File: config.mk
export PLATFORM = sky130hd
export DESIGN_NAME = sliding_window_arq_sender
export DESIGN_NICKNAME = d
export VERILOG_FILES = /design/src/sv/swarq_pkg.sv /design/src/sv/sliding_window_arq_sender.sv /design/src/sv/swarq_ctrl.sv /design/src/sv/swarq_dp.sv
export SDC_FILE = /design/constraint.sdc
export NUM_CORES = 2
export LEC_CHECK = 0
export BUFFER_PORTS_ARGS = -buffer_cell sky130_fd_sc_hd__buf_2
export CORE_AREA = 2 2 417 419
export DETAILED_ROUTE_END_ITERATION = 10
export DIE_AREA = 0 0 419 421
export SETUP_SLACK_MARGIN = 0.02
export SLEW_MARGIN = 20
export SYNTH_ARGS = -nofsm -noshare
export SYNTH_HDL_FRONTEND = slang
export SYNTH_SLANG_ARGS = --single-unit
File: constraint.sdc
create_clock -name clk_i -period 9.53 [get_ports clk_i]
set_input_delay 1.4295 -clock clk_i [delete_from_list [all_inputs] [get_ports clk_i]]
set_output_delay 1.4295 -clock clk_i [all_outputs]
set_load 0.02 [all_outputs]
File: src/sv/swarq_pkg.sv
package swarq_pkg;

  localparam int WindowSize = 3;
  localparam int MaxPackets = 1024;
  localparam int SeqW       = 11;
  localparam int MapAw      = $clog2(MaxPackets);
  localparam int OutW       = 2;
  localparam int DataW      = 16;

  typedef enum logic [1:0] {
    OP_START   = 2'd0,
    OP_ACK     = 2'd1,
    OP_TIMEOUT = 2'd2
  } op_e;

  typedef enum logic [1:0] {
    PH_IDLE      = 2'd0,
    PH_HANDSHAKE = 2'd1,
    PH_TRANSFER  = 2'd2,
    PH_DONE      = 2'd3
  } phase_e;

  typedef enum logic [3:0] {
    ST_CLEAR,
    ST_IDLE,
    ST_HS_SEND,
    ST_HS_ACK,
    ST_RD_ACK,
    ST_MARK,
    ST_RD_BASE,
    ST_PASS,
    ST_RESEND,
    ST_SEND,
    ST_DONE
  } ctrl_state_e;

  // what the output register is loaded with
  typedef enum logic [1:0] {
    EM_HANDSHAKE = 2'd0,
    EM_BASE      = 2'd1,
    EM_NEXT      = 2'd2,
    EM_DONE      = 2'd3
  } emit_kind_e;

  typedef struct packed {
    logic       in_load;
    logic       clr_step;
    logic       rd_ack;
    logic       rd_base;
    logic       mark;
    logic       hs_init;
    logic       slide;
    logic       emit;
    emit_kind_e kind;
    logic       retx;
    logic       last;
  } swarq_cmd_t;

  typedef struct packed {
    logic clr_done;
    logic ack_new;
    logic ack_is_base;
    logic base_acked;
    logic out_lt_win;
    logic out_zero;
    logic out_one;
    logic nts_done;
    logic send_last;
    logic slot_free;
  } swarq_stat_t;

endpackage

File: src/sv/sliding_window_arq_sender.sv
// Sender side of a windowed ARQ link. Each input transaction is an event
// (tuser: 0 start, 1 ack with the sequence in tdata, 2 timeout); each output
// transaction is a sequence to transmit with a retransmit flag, or the done
// report, with tlast on the final result of the event. After reset the
// 1024-entry ack bitmap is cleared one entry per cycle, and no event is taken
// until it is clear (configuration writes are taken throughout). Then the
// controller takes one event at a time: an ignored event is dropped, a start
// or handshake timeout emits its handshake send, and the handshake ack, a
// transfer ack or a transfer timeout runs a window pass whose results (at most
// four) go into the output register, each once the register is free. On a
// transfer ack the bitmap's registered read port is read once for the acked
// sequence and once for the base.
module sliding_window_arq_sender (
  input  logic        clk_i,
  input  logic        rst_ni,
  input  logic        cfg_we_i,
  input  logic [10:0] cfg_wdata_i,    // total_packets
  input  logic        s_axis_tvalid,
  output logic        s_axis_tready,
  input  logic [15:0] s_axis_tdata,   // [10:0] ack_seq
  input  logic [1:0]  s_axis_tuser,   // [1:0] op
  output logic        m_axis_tvalid,
  input  logic        m_axis_tready,
  output logic [15:0] m_axis_tdata,   // [10:0] send_seq
  output logic [1:0]  m_axis_tuser,   // [0] is_retransmit, [1] all_done
  output logic        m_axis_tlast
);
  import swarq_pkg::*;

  swarq_cmd_t      cmd;
  swarq_stat_t     st;
  logic [SeqW-1:0] out_seq;
  logic            out_retx;
  logic            out_done;

  swarq_ctrl u_ctrl (
    .clk_i      (clk_i),
    .rst_ni     (rst_ni),
    .in_valid_i (s_axis_tvalid),
    .in_op_i    (s_axis_tuser),
    .in_ready_o (s_axis_tready),
    .st_i       (st),
    .cmd_o      (cmd)
  );

  swarq_dp u_dp (
    .clk_i       (clk_i),
    .rst_ni      (rst_ni),
    .cfg_we_i    (cfg_we_i),
    .cfg_wdata_i (cfg_wdata_i),
    .in_seq_i    (s_axis_tdata[SeqW-1:0]),
    .out_ready_i (m_axis_tready),
    .out_valid_o (m_axis_tvalid),
    .out_seq_o   (out_seq),
    .out_retx_o  (out_retx),
    .out_done_o  (out_done),
    .out_last_o  (m_axis_tlast),
    .cmd_i       (cmd),
    .st_o        (st)
  );

  assign m_axis_tdata = {{(DataW-SeqW){1'b0}}, out_seq};
  assign m_axis_tuser = {out_done, out_retx};

endmodule

File: src/sv/swarq_ctrl.sv
module swarq_ctrl (
  input  logic                   clk_i,
  input  logic                   rst_ni,
  input  logic                   in_valid_i,
  input  logic [1:0]             in_op_i,
  output logic                   in_ready_o,
  input  swarq_pkg::swarq_stat_t st_i,
  output swarq_pkg::swarq_cmd_t  cmd_o
);
  import swarq_pkg::*;

  ctrl_state_e state_q, state_d;
  phase_e      phase_q, phase_d;
  op_e         op_q, op_d;
  logic        resend_q, resend_d;
  logic        slide_q, slide_d;
  logic        send_q, send_d;
  logic        done_q, done_d;

  logic        timeout;
  logic        rs, sl, sd, dn;

  always_ff @(posedge clk_i or negedge rst_ni) begin
    if (!rst_ni) begin
      state_q  <= ST_CLEAR;
      phase_q  <= PH_IDLE;
      op_q     <= OP_START;
      resend_q <= 1'b0;
      slide_q  <= 1'b0;
      send_q   <= 1'b0;
      done_q   <= 1'b0;
    end else begin
      state_q  <= state_d;
      phase_q  <= phase_d;
      op_q     <= op_d;
      resend_q <= resend_d;
      slide_q  <= slide_d;
      send_q   <= send_d;
      done_q   <= done_d;
    end
  end

  // window pass plan, evaluated once the base's ack bit is back
  always_comb begin
    timeout = (op_q == OP_TIMEOUT);
    rs      = timeout ? !st_i.base_acked : resend_q;
    sl      = st_i.out_lt_win && st_i.base_acked && !st_i.out_zero;
    sd      = st_i.out_lt_win && !sl && !st_i.nts_done;
    dn      = st_i.nts_done && (sl ? st_i.out_one : st_i.out_zero);
  end

  always_comb begin
    state_d    = state_q;
    phase_d    = phase_q;
    op_d       = op_q;
    resend_d   = resend_q;
    slide_d    = slide_q;
    send_d     = send_q;
    done_d     = done_q;
    cmd_o      = '0;
    in_ready_o = 1'b0;

    case (state_q)
      ST_CLEAR: begin
        cmd_o.clr_step = !st_i.clr_done;
        if (st_i.clr_done) begin
          state_d = ST_IDLE;
        end
      end
      ST_IDLE: begin
        in_ready_o = 1'b1;
        if (in_valid_i) begin
          cmd_o.in_load = 1'b1;
          op_d          = op_e'(in_op_i);
          case (phase_q)
            PH_IDLE: begin
              if (in_op_i == OP_START) state_d = ST_HS_SEND;
            end
            PH_HANDSHAKE: begin
              if (in_op_i == OP_TIMEOUT) state_d = ST_HS_SEND;
              else if (in_op_i == OP_ACK) state_d = ST_HS_ACK;
            end
            PH_TRANSFER: begin
              if (in_op_i == OP_ACK) state_d = ST_RD_ACK;
              else if (in_op_i == OP_TIMEOUT) state_d = ST_RD_BASE;
            end
            default: ;
          endcase
        end
      end
      ST_HS_SEND: begin
        if (st_i.slot_free) begin
          cmd_o.emit = 1'b1;
          cmd_o.kind = EM_HANDSHAKE;
          cmd_o.retx = (op_q == OP_TIMEOUT);
          cmd_o.last = 1'b1;
          phase_d    = PH_HANDSHAKE;
          state_d    = ST_IDLE;
        end
      end
      ST_HS_ACK: begin
        cmd_o.hs_init = 1'b1;
        phase_d       = PH_TRANSFER;
        resend_d      = 1'b0;
        state_d       = ST_RD_BASE;
      end
      ST_RD_ACK: begin
        cmd_o.rd_ack = 1'b1;
        state_d      = ST_MARK;
      end
      ST_MARK: begin
        cmd_o.mark = st_i.ack_new;
        resend_d   = st_i.ack_new && !st_i.ack_is_base;
        state_d    = ST_RD_BASE;
      end
      ST_RD_BASE: begin
        cmd_o.rd_base = 1'b1;
        state_d       = ST_PASS;
      end
      ST_PASS: begin
        slide_d = sl;
        send_d  = sd;
        done_d  = dn;
        if (rs) begin
          state_d = ST_RESEND;
        end else begin
          cmd_o.slide = sl;
          if (sd) state_d = ST_SEND;
          else if (dn) state_d = ST_DONE;
          else state_d = ST_IDLE;
        end
      end
      ST_RESEND: begin
        if (st_i.slot_free) begin
          cmd_o.emit  = 1'b1;
          cmd_o.kind  = EM_BASE;
          cmd_o.retx  = 1'b1;
          cmd_o.last  = !(send_q || done_q);
          // slide after the old base went out
          cmd_o.slide = slide_q;
          if (send_q) state_d = ST_SEND;
          else if (done_q) state_d = ST_DONE;
          else state_d = ST_IDLE;
        end
      end
      ST_SEND: begin
        if (st_i.slot_free) begin
          cmd_o.emit = 1'b1;
          cmd_o.kind = EM_NEXT;
          cmd_o.last = st_i.send_last;
          if (st_i.send_last) state_d = ST_IDLE;
        end
      end
      ST_DONE: begin
        if (st_i.slot_free) begin
          cmd_o.emit = 1'b1;
          cmd_o.kind = EM_DONE;
          cmd_o.last = 1'b1;
          phase_d    = PH_DONE;
          state_d    = ST_IDLE;
        end
      end
      default: begin
        state_d = ST_IDLE;
      end
    endcase
  end

endmodule

File: src/sv/swarq_dp.sv
module swarq_dp (
  input  logic                       clk_i,
  input  logic                       rst_ni,
  input  logic                       cfg_we_i,
  input  logic [swarq_pkg::SeqW-1:0] cfg_wdata_i,
  input  logic [swarq_pkg::SeqW-1:0] in_seq_i,
  input  logic                       out_ready_i,
  output logic                       out_valid_o,
  output logic [swarq_pkg::SeqW-1:0] out_seq_o,
  output logic                       out_retx_o,
  output logic                       out_done_o,
  output logic                       out_last_o,
  input  swarq_pkg::swarq_cmd_t      cmd_i,
  output swarq_pkg::swarq_stat_t     st_o
);
  import swarq_pkg::*;

  localparam logic [SeqW-1:0] MaxPk  = SeqW'(MaxPackets);
  localparam logic [SeqW-1:0] SeqOne = SeqW'(1);
  localparam logic [OutW-1:0] WinMax = OutW'(WindowSize);
  localparam logic [OutW-1:0] OutOne = OutW'(1);

  logic [SeqW-1:0]  total_q;
  logic [SeqW-1:0]  s_q;
  logic [SeqW-1:0]  base_q, base_d;
  logic [SeqW-1:0]  nts_q, nts_d;
  logic [OutW-1:0]  out_q, out_d;
  logic [MapAw:0]   clr_cnt_q;
  logic             rdata_q;
  logic             acked_mem [MaxPackets];

  logic             m_valid_q;
  logic [SeqW-1:0]  m_seq_q;
  logic             m_retx_q;
  logic             m_done_q;
  logic             m_last_q;

  logic [SeqW-1:0]  tot_eff;
  logic [SeqW-1:0]  s_m1, base_m1, nts_p1;
  logic             s_ok, base_in_map, slot_free;
  logic             mem_we, mem_wdata, rd_en;
  logic [MapAw-1:0] waddr, raddr;
  logic [SeqW-1:0]  em_seq;

  always_comb begin
    if (total_q == '0) tot_eff = SeqOne;
    else if (total_q > MaxPk) tot_eff = MaxPk;
    else tot_eff = total_q;
  end

  assign s_m1        = s_q - SeqOne;
  assign base_m1     = base_q - SeqOne;
  assign nts_p1      = nts_q + SeqOne;
  assign s_ok        = (s_q != '0) && (s_q <= tot_eff) && (s_q <= nts_q);
  assign base_in_map = (base_q != '0) && (base_q <= MaxPk);
  assign slot_free   = !m_valid_q || out_ready_i;

  always_comb begin
    st_o.clr_done    = clr_cnt_q[MapAw];
    st_o.ack_new     = s_ok && !rdata_q;
    st_o.ack_is_base = (s_q == base_q);
    st_o.base_acked  = !base_in_map || rdata_q;
    st_o.out_lt_win  = (out_q < WinMax);
    st_o.out_zero    = (out_q == '0);
    st_o.out_one     = (out_q == OutOne);
    st_o.nts_done    = (nts_q >= tot_eff);
    st_o.send_last   = (out_q == WinMax - OutOne) || (nts_p1 >= tot_eff);
    st_o.slot_free   = slot_free;
  end

  // ack bitmap: one write and one registered read port
  always_comb begin
    mem_we    = cmd_i.clr_step || cmd_i.mark || cmd_i.hs_init;
    mem_wdata = !cmd_i.clr_step;
    if (cmd_i.clr_step) waddr = clr_cnt_q[MapAw-1:0];
    else if (cmd_i.mark) waddr = s_m1[MapAw-1:0];
    else waddr = '0;
    rd_en = cmd_i.rd_ack || cmd_i.rd_base;
    raddr = cmd_i.rd_base ? base_m1[MapAw-1:0] : s_m1[MapAw-1:0];
  end

  always_ff @(posedge clk_i) begin
    if (mem_we) acked_mem[waddr] <= mem_wdata;
    if (rd_en) rdata_q <= acked_mem[raddr];
  end

  always_ff @(posedge clk_i or negedge rst_ni) begin
    if (!rst_ni) begin
      clr_cnt_q <= '0;
    end else if (cmd_i.clr_step) begin
      clr_cnt_q <= clr_cnt_q + (MapAw+1)'(1);
    end
  end

  always_ff @(posedge clk_i or negedge rst_ni) begin
    if (!rst_ni) begin
      total_q <= SeqOne;
    end else if (cfg_we_i) begin
      total_q <= cfg_wdata_i;
    end
  end

  always_ff @(posedge clk_i) begin
    if (cmd_i.in_load) s_q <= in_seq_i;
  end

  // window counters; base + outstanding == sent + 1 at all times
  always_comb begin
    base_d = base_q;
    nts_d  = nts_q;
    out_d  = out_q;
    if (cmd_i.hs_init) begin
      base_d = SeqW'(2);
      nts_d  = SeqOne;
      out_d  = '0;
    end else if (cmd_i.mark && st_o.ack_is_base) begin
      base_d = base_q + SeqOne;
      if (out_q != '0) out_d = out_q - OutOne;
    end else if (cmd_i.slide) begin
      base_d = base_q + SeqOne;
      out_d  = out_q - OutOne;
    end else if (cmd_i.emit && cmd_i.kind == EM_NEXT) begin
      nts_d = nts_p1;
      out_d = out_q + OutOne;
    end
  end

  always_ff @(posedge clk_i or negedge rst_ni) begin
    if (!rst_ni) begin
      base_q <= SeqOne;
      nts_q  <= '0;
      out_q  <= '0;
    end else begin
      base_q <= base_d;
      nts_q  <= nts_d;
      out_q  <= out_d;
    end
  end

  always_comb begin
    case (cmd_i.kind)
      EM_HANDSHAKE: em_seq = SeqOne;
      EM_BASE:      em_seq = base_q;
      EM_NEXT:      em_seq = nts_p1;
      EM_DONE:      em_seq = '0;
      default:      em_seq = '0;
    endcase
  end

  always_ff @(posedge clk_i or negedge rst_ni) begin
    if (!rst_ni) begin
      m_valid_q <= 1'b0;
    end else if (cmd_i.emit) begin
      m_valid_q <= 1'b1;
    end else if (out_ready_i) begin
      m_valid_q <= 1'b0;
    end
  end

  always_ff @(posedge clk_i) begin
    if (cmd_i.emit) begin
      m_seq_q  <= em_seq;
      m_retx_q <= cmd_i.retx;
      m_done_q <= (cmd_i.kind == EM_DONE);
      m_last_q <= cmd_i.last;
    end
  end

  assign out_valid_o = m_valid_q;
  assign out_seq_o   = m_seq_q;
  assign out_retx_o  = m_retx_q;
  assign out_done_o  = m_done_q;
  assign out_last_o  = m_last_q;

`ifndef SYNTHESIS
  a_emit_slot: assert property (@(posedge clk_i) disable iff (!rst_ni)
    cmd_i.emit |-> slot_free)
    else $error("result loaded over an untaken one");

  a_window_sum: assert property (@(posedge clk_i) disable iff (!rst_ni)
    ({1'b0, base_q} + {{SeqW-OutW+1{1'b0}}, out_q}) == ({1'b0, nts_q} + (SeqW+1)'(1)))
    else $error("base, outstanding and sent count disagree");

  a_mark_after_clear: assert property (@(posedge clk_i) disable iff (!rst_ni)
    (cmd_i.mark || cmd_i.hs_init || rd_en) |-> st_o.clr_done)
    else $error("bitmap used before clearing finished");

  a_clear_sticks: assert property (@(posedge clk_i) disable iff (!rst_ni)
    $past(st_o.clr_done) |-> st_o.clr_done)
    else $error("clear pass restarted");

  a_out_bound: assert property (@(posedge clk_i) disable iff (!rst_ni)
    out_q <= WinMax)
    else $error("outstanding above window");
`endif

endmodule

After elaboration in Yosys (flattened, before gate mapping)
Memories as Yosys holds them, arrays and structs flattened. A register that Yosys moved wholly into a read port is not among the register bits.
Cells that the tools add are included.
- register bits: 84
- memory bits (writable): 1024
- output and inout port bits: 21
- logic and storage cells: 186
- memories: 1
- add/subtract/negate cells: 7
- $lt $le $gt $ge: 7
- equal/unequal tests: 36
- muxes and demuxes: 65
- reductions and logical operators: 52
- memories (name ; words ; width ; rd ports ; clocked after memory_dff ; write ports ; line ; text):
    u_dp.acked_mem ; 1024 ; 1 ; 1 ; 1 ; 1 ; swarq_dp.sv:30 ; logic acked_mem [MaxPackets];
- operator list (operator ; count):
    11-bit two-way mux ; 9
    4-bit two-way mux ; 16
    11-bit one-hot mux with 4 select lines ; 1
    4-bit one-hot mux with 9 select lines ; 1
    11-bit by 1-bit adder with 11-bit output (second input constant) ; 3
    10-bit two-way mux ; 3
    11-bit greater-or-equal comparator ; 2
    11-bit <= comparator ; 2
    11-bit nonzero test ; 2
    10-bit by 1-bit subtractor with 10-bit output (second input constant) ; 2
    2-bit by 1-bit != test with 1-bit output (second input constant) ; 9
    1-bit two-way mux ; 17
    4-bit by 3-bit == test with 1-bit output (second input constant) ; 4
    2-bit two-way mux ; 7
    2-bit == test (second input constant) ; 6
    4-bit == test (second input constant) ; 3
    1-bit logical AND ; 12
    3-bit one-hot mux with 4 select lines ; 1
    4-bit one-hot mux with 3 select lines ; 1
    11-bit == test ; 1
    11-bit > comparator (second input constant) ; 1
    11-bit <= comparator (second input constant) ; 1
    1-bit logical NOT ; 11
    11-bit logical NOT ; 1
    other kinds (26) ; 51

Longest topological paths before layout
- depth after elaboration: 12
- depth in mapped cells: 18
- depth with buffers taken out: 14

Hierarchy
Synthesis repeated with hierarchy kept, for this count alone.
- cells, all modules: 5015
- area total of the unflattened synthesis: 51941.1 um2
- modules (own cells, without submodules) (module ; instances ; cells each ; area an instance (um2)):
    swarq_dp ; 1 ; 4877 ; 50818.7
    swarq_ctrl ; 1 ; 130 ; 1066.0
    sliding_window_arq_sender ; 1 ; 8 ; 56.3

Least setup slack after synthesis
No wires, ideal clock.
- kind: flip-flop to flip-flop
- from: reg u_ctrl.state_q[3]
- to: mem u_dp.acked_mem[88] (enable)
- setup time: 0.260 ns
- arrival time: 8.630 ns
- required time: 9.270 ns
- slack: 0.640 ns
- stages on the path, launching flop included: 8
- buffers on the path: 1
- cell sequence: dfrtp_1 -> or2_2 -> nor4_2 -> inv_2 -> o32ai_2 -> nand2_1 -> clkbuf_1 -> nor3_1
- cells in the longest elaborated chain, start to end: 6
- elaborated cells between the ends (all ways): 12
- ends and longest elaborated chain (item ; line ; text):
    from (decl) ; swarq_ctrl.sv:12 ; ctrl_state_e state_q, state_d;
    from (signal assigned) ; swarq_ctrl.sv:33 ; state_q <= state_d;
    4-bit by 3-bit == test with 1-bit output or 4-bit logical NOT (tied branches) ; swarq_ctrl.sv:63 ; case (state_q)
    1-bit two-way mux ; swarq_ctrl.sv:63 ;
    1-bit logical OR (2 in a row) ; swarq_dp.sv:73 ; mem_we = cmd_i.clr_step || cmd_i.mark || cmd_i.hs_init;
    1-bit two-way mux ; swarq_dp.sv:83 ; if (mem_we) acked_mem[waddr] <= mem_wdata;
    1-bit two-way mux (implied by the code) ; swarq_dp.sv:83 ;
    to (decl) ; swarq_dp.sv:30 ;
Parallel ways exist; a longest one is shown, timed or not.

Final worst setup path
- from: reg u_ctrl.state_q[1]
- to: reg u_dp.rdata_q (read register of u_dp.acked_mem), data pin
- cells in the longest elaborated chain, start to end: 3
- elaborated cells between the ends (all ways): 6
- ends and longest elaborated chain (item ; line ; text):
    4-bit by 3-bit == test with 1-bit output ; swarq_ctrl.sv:63 ;
    1-bit two-way mux ; swarq_ctrl.sv:63 ;
    10-bit two-way mux or 1-bit logical OR (tied branches) ; swarq_dp.sv:79, swarq_dp.sv:78 ;
    to (decl) ; swarq_dp.sv:29 ; logic rdata_q;
Parallel ways exist; a longest one is shown, timed or not.
A chain may end at the register's enable or synchronous reset.

==> impl_metrics.py <==
metrics = {
    "cts": {
        "htreeDepth": 3,
        "clk_latency_ps": 770,
        "path_clk_slew_ps": 60,
        "cts_resized": 0,
        "cts_buffers": 113,
        "hold_buffers": 0,
        "cts_sinks": 1109,
        "ctsRootBufferMaster": "clkbuf_16",
        "postCtsSetupBuffers": 0,
        "tritoncts": "built",
        "clockBufferDepth": 3,
    },
    "die": {
        "rows": 153,
        "ioPinCount": 55,
        "die_w_um": 419,
        "start_util": 0.298,
        "die_area_mm2": 0.176,
        "core_area_mm2": 0.172,
        "die_y_um": 421,
    },
    "global_route": {
        "busiest_layer": "met2",
        "grt_use_met1": 0.232,
        "grt_usage": 0.175,
        "antenna_found_initial": 3,
        "grt_max_degree": 288,
        "overflow": 0,
        "grt_first_pass_wirelength_mm": 231,
        "grt_util_met3": 0.0319,
        "grt_use_met2": 0.286,
        "grt_pass1_vias": 34600,
    },
    "logic_synthesis": {
        "synth_top_flop_cell": "edfxtp_1",
        "synth_seq_area_share": 0.643,
        "ys_seq_elements": 1109,
        "synthesis.area_mm2": 0.0514,
        "postSynthAreaPerCell_um2": 11.4,
        "synth_edf_count": 1050,
        "yosys.cell_types.count": 90,
        "synthCells": 4507,
        "async_flop_share": 0.0532,
        "ys_warn_count": 0,
    },
    "worst_setup_path": {
        "cp_slowest_stage_delay_ps": 980,
        "cpLargestDelayFamily": "simple AND/OR/NAND/NOR gates",
        "cp.required_ps": 9920,
        "path_max_fanout": 80,
        "crit_chain": "and4bb_1 > mux2_8 > buf_12 > nor2_4 > buf_4 > a32oi_1 > nand3_1 > nand3_1 > nand3_1 > a21oi_1 > nor4_1 > nor4_2",
        "cp-end-kind": "register",
        "path_class": "reg2reg",
        "cp_common_cell": "nand3_1",
        "worstPathArrival_ps": 6500,
        "worst-path-buf-inv": 2,
        "start_kind": "register",
        "slowest_stage": "and4bb_1",
    },
    "route": {
        "routed_wirelength_mm": 159,
        "num_vias": 36300,
        "drc_errors": 0,
        "wl_per_cell_um": 23.3,
        "drtPass1Iterations": 5,
        "drt.antenna.violating_nets": 0,
        "vias_per_cell": 5.34,
        "first_iter_violations": 4685,
    },
    "pwr": {
        "p_leak_nw": 18.4,
        "ir_worst_vdd_uv": 185,
        "powerDensity_mw_per_mm2": 247,
        "finalPower_w": 0.0143,
    },
    "placement": {
        "numPortBuffers": 44,
        "gp_congestion": 0.841,
        "dp_hpwl_mm": 83.0,
    },
    "flow_run": {
        "maxCapViolCount": 0,
    },
    "finish": {
        "multi_input_area_mm2": 0.0168,
        "fillers": 17100,
        "drive_gt1_frac": 0.109,
        "n_antenna_cell": 0,
        "final_nets": 4467,
        "seq_area_mm2": 0.0330,
        "synthToLayoutAreaGrowth_pct": 12.5,
    },
    "outcome": {
        "run_status": "finished clean",
    },
    "worst_hold_path": {
        "hold_path_class": "reg2reg",
    },
    "timing": {
        "fin_worst_hold_slack_ps": 472,
        "tns_ps": 0,
        "relSlewSlack": 0.230,
        "worst_pin_slew_ps": 1150,
        "fin_crit_ps": 6120,
        "drv_slew": 0,
        "timing.fmax_mhz": 164,
        "rsz0062_at_grt": "false",
        "hold_viol": 0,
        "fin_crit_sh": 0.642,
        "setup_viol": 0,
        "clock_skew_ps": 92.0,
    },
}
[synth_stat cells (all sizes together) (11+ instances only)]
library cell / count / area [µm²]
nand2: 690 / 2590
o21ai: 51 / 255
nor2: 1049 / 3940
a32oi: 28 / 245
nor3: 78 / 390
nor2b: 13 / 81.3
mux4: 81 / 1850
edfxtp: 1050 / 31500
buf: 152 / 936
a21o: 20 / 150
nand4: 53 / 332
ha: 60 / 751
a21oi: 54 / 274
dfrtp: 57 / 1430
mux2: 17 / 195
a311oi: 25 / 219
o21a: 13 / 97.6
nor4: 11 / 87.6
mux2i: 73 / 751
xor2: 22 / 193
nand3: 356 / 1790
and3: 31 / 194
xnor2: 35 / 307
clkbuf: 239 / 897
o31ai: 13 / 140
nand2b: 14 / 87.6
o2111ai: 12 / 105
a22oi: 25 / 188
inv: 31 / 116
a31oi: 36 / 225
[cell type report]
| type | count | area share |
|---|---|---|
| multi-input combinational | 2980 | 0.291 |
| tap | 2325 | 0.0503 |
| clock buffer | 133 | 0.0511 |
| sequential | 1109 | 0.571 |
| timing repair buffer | 138 | 0.0181 |
| inverter | 31 | 0.00214 |
| clock inverter | 77 | 0.0156 |
[sequential cells by signal, indices dropped and copies added (netlist names), 4 cells and up]
register,flops
u_dp.acked_mem,1024
u_dp.base_q,11
u_dp.clr_cnt_q,11
u_dp.nts_q,11
u_dp.out_seq_o,11
u_dp.s_q,11
u_dp.total_q,11
u_ctrl.state_q,4
[stage by stage]
step | instance area (µm²) | std cells | util | worst slack [ps]
2_1_floorplan | 51400 | 4511 | - | 640
3_3_place_gp | 53800 | 6582 | 0.312 | 3530
3_5_place_dp | 53800 | 6582 | 0.312 | 3500
4_1_cts | 57700 | 6792 | 0.335 | 3490
5_1_grt | 57800 | 6793 | 0.335 | 3300
6_report | 57800 | 6793 | 0.335 | 3410
[cell families (layout without fill, tap and decap cells)]
kind of cell               Yosys count  in the layout  share of synthesized area
other                                1              5                  0.0000730
muxes                              171            171                     0.0545
xor gates and xnor gates            57             57                    0.00972
DFF                               1109           1109                      0.643
adders and majority gates           60             60                     0.0146
buffers and inverters              422            379                     0.0379
AOI/OAI and AO/OA                  351            351                     0.0498
and+or+nand+nor                   2336           2336                      0.191
[placed cells by master, fill, tap and decap left out, drive strengths merged, types with 25 or more instances in the layout]
cell type | synthesis | layout
xnor2 | 35 | 35
ha | 60 | 60
inv | 31 | 34
a22oi | 25 | 25
nand4 | 53 | 53
edfxtp | 1050 | 1050
a32oi | 28 | 28
clkbuf | 239 | 133
nor2 | 1049 | 1049
nor3 | 78 | 78
a311oi | 25 | 25
dfrtp | 57 | 57
clkinv | 0 | 52
a21oi | 54 | 54
mux4 | 81 | 81
mux2i | 73 | 73
nand3 | 356 | 356
nand2 | 690 | 690
o21ai | 51 | 51
buf | 152 | 138
and3 | 31 | 31
a31oi | 36 | 36
[tightest hold or removal path, cell delays in order, from the launching register on]
cell     delay [ps]
dfrtp_1         330
nand2_1          40
o21ai_0          60
[worst paths after layout]
check	depth (start not counted)	slack [ps]	end	from
worst max-delay path	12	3410	u_dp.rdata_q	u_ctrl.state_q[1]
worst min-delay path	2	470	u_ctrl.op_q[1]	u_ctrl.op_q[1]
worst max register to register	12	3410	u_dp.rdata_q	u_ctrl.state_q[1]
worst min register to register	2	470	u_ctrl.op_q[1]	u_ctrl.op_q[1]
max in group asynchronous	2	8080	u_ctrl.phase_q[1]	rst_ni
min in group asynchronous	2	870	u_dp.clr_cnt_q[7]	rst_ni
[metal layers]
metal	wire, µm	share of wire	vias up
met5	0	0	-
met1	63400	0.40	18500
met4	5980	0.038	0
met2	74700	0.47	1700
met3	14500	0.092	298
li1	-	-	15800
[power breakdown]
| group | leakage (nW) | switching (W) | total (W) | internal [W] |
|---|---|---|---|---|
| sequential | 10.3 | 0.000104 | 0.00611 | 0.00600 |
| clock | 1.87 | 0.00197 | 0.00465 | 0.00268 |
| combinational | 6.24 | 0.00273 | 0.00354 | 0.000812 |
| total | 18.4 | 0.00480 | 0.0143 | 0.00950 |
(Power assumes the default switching activity.)
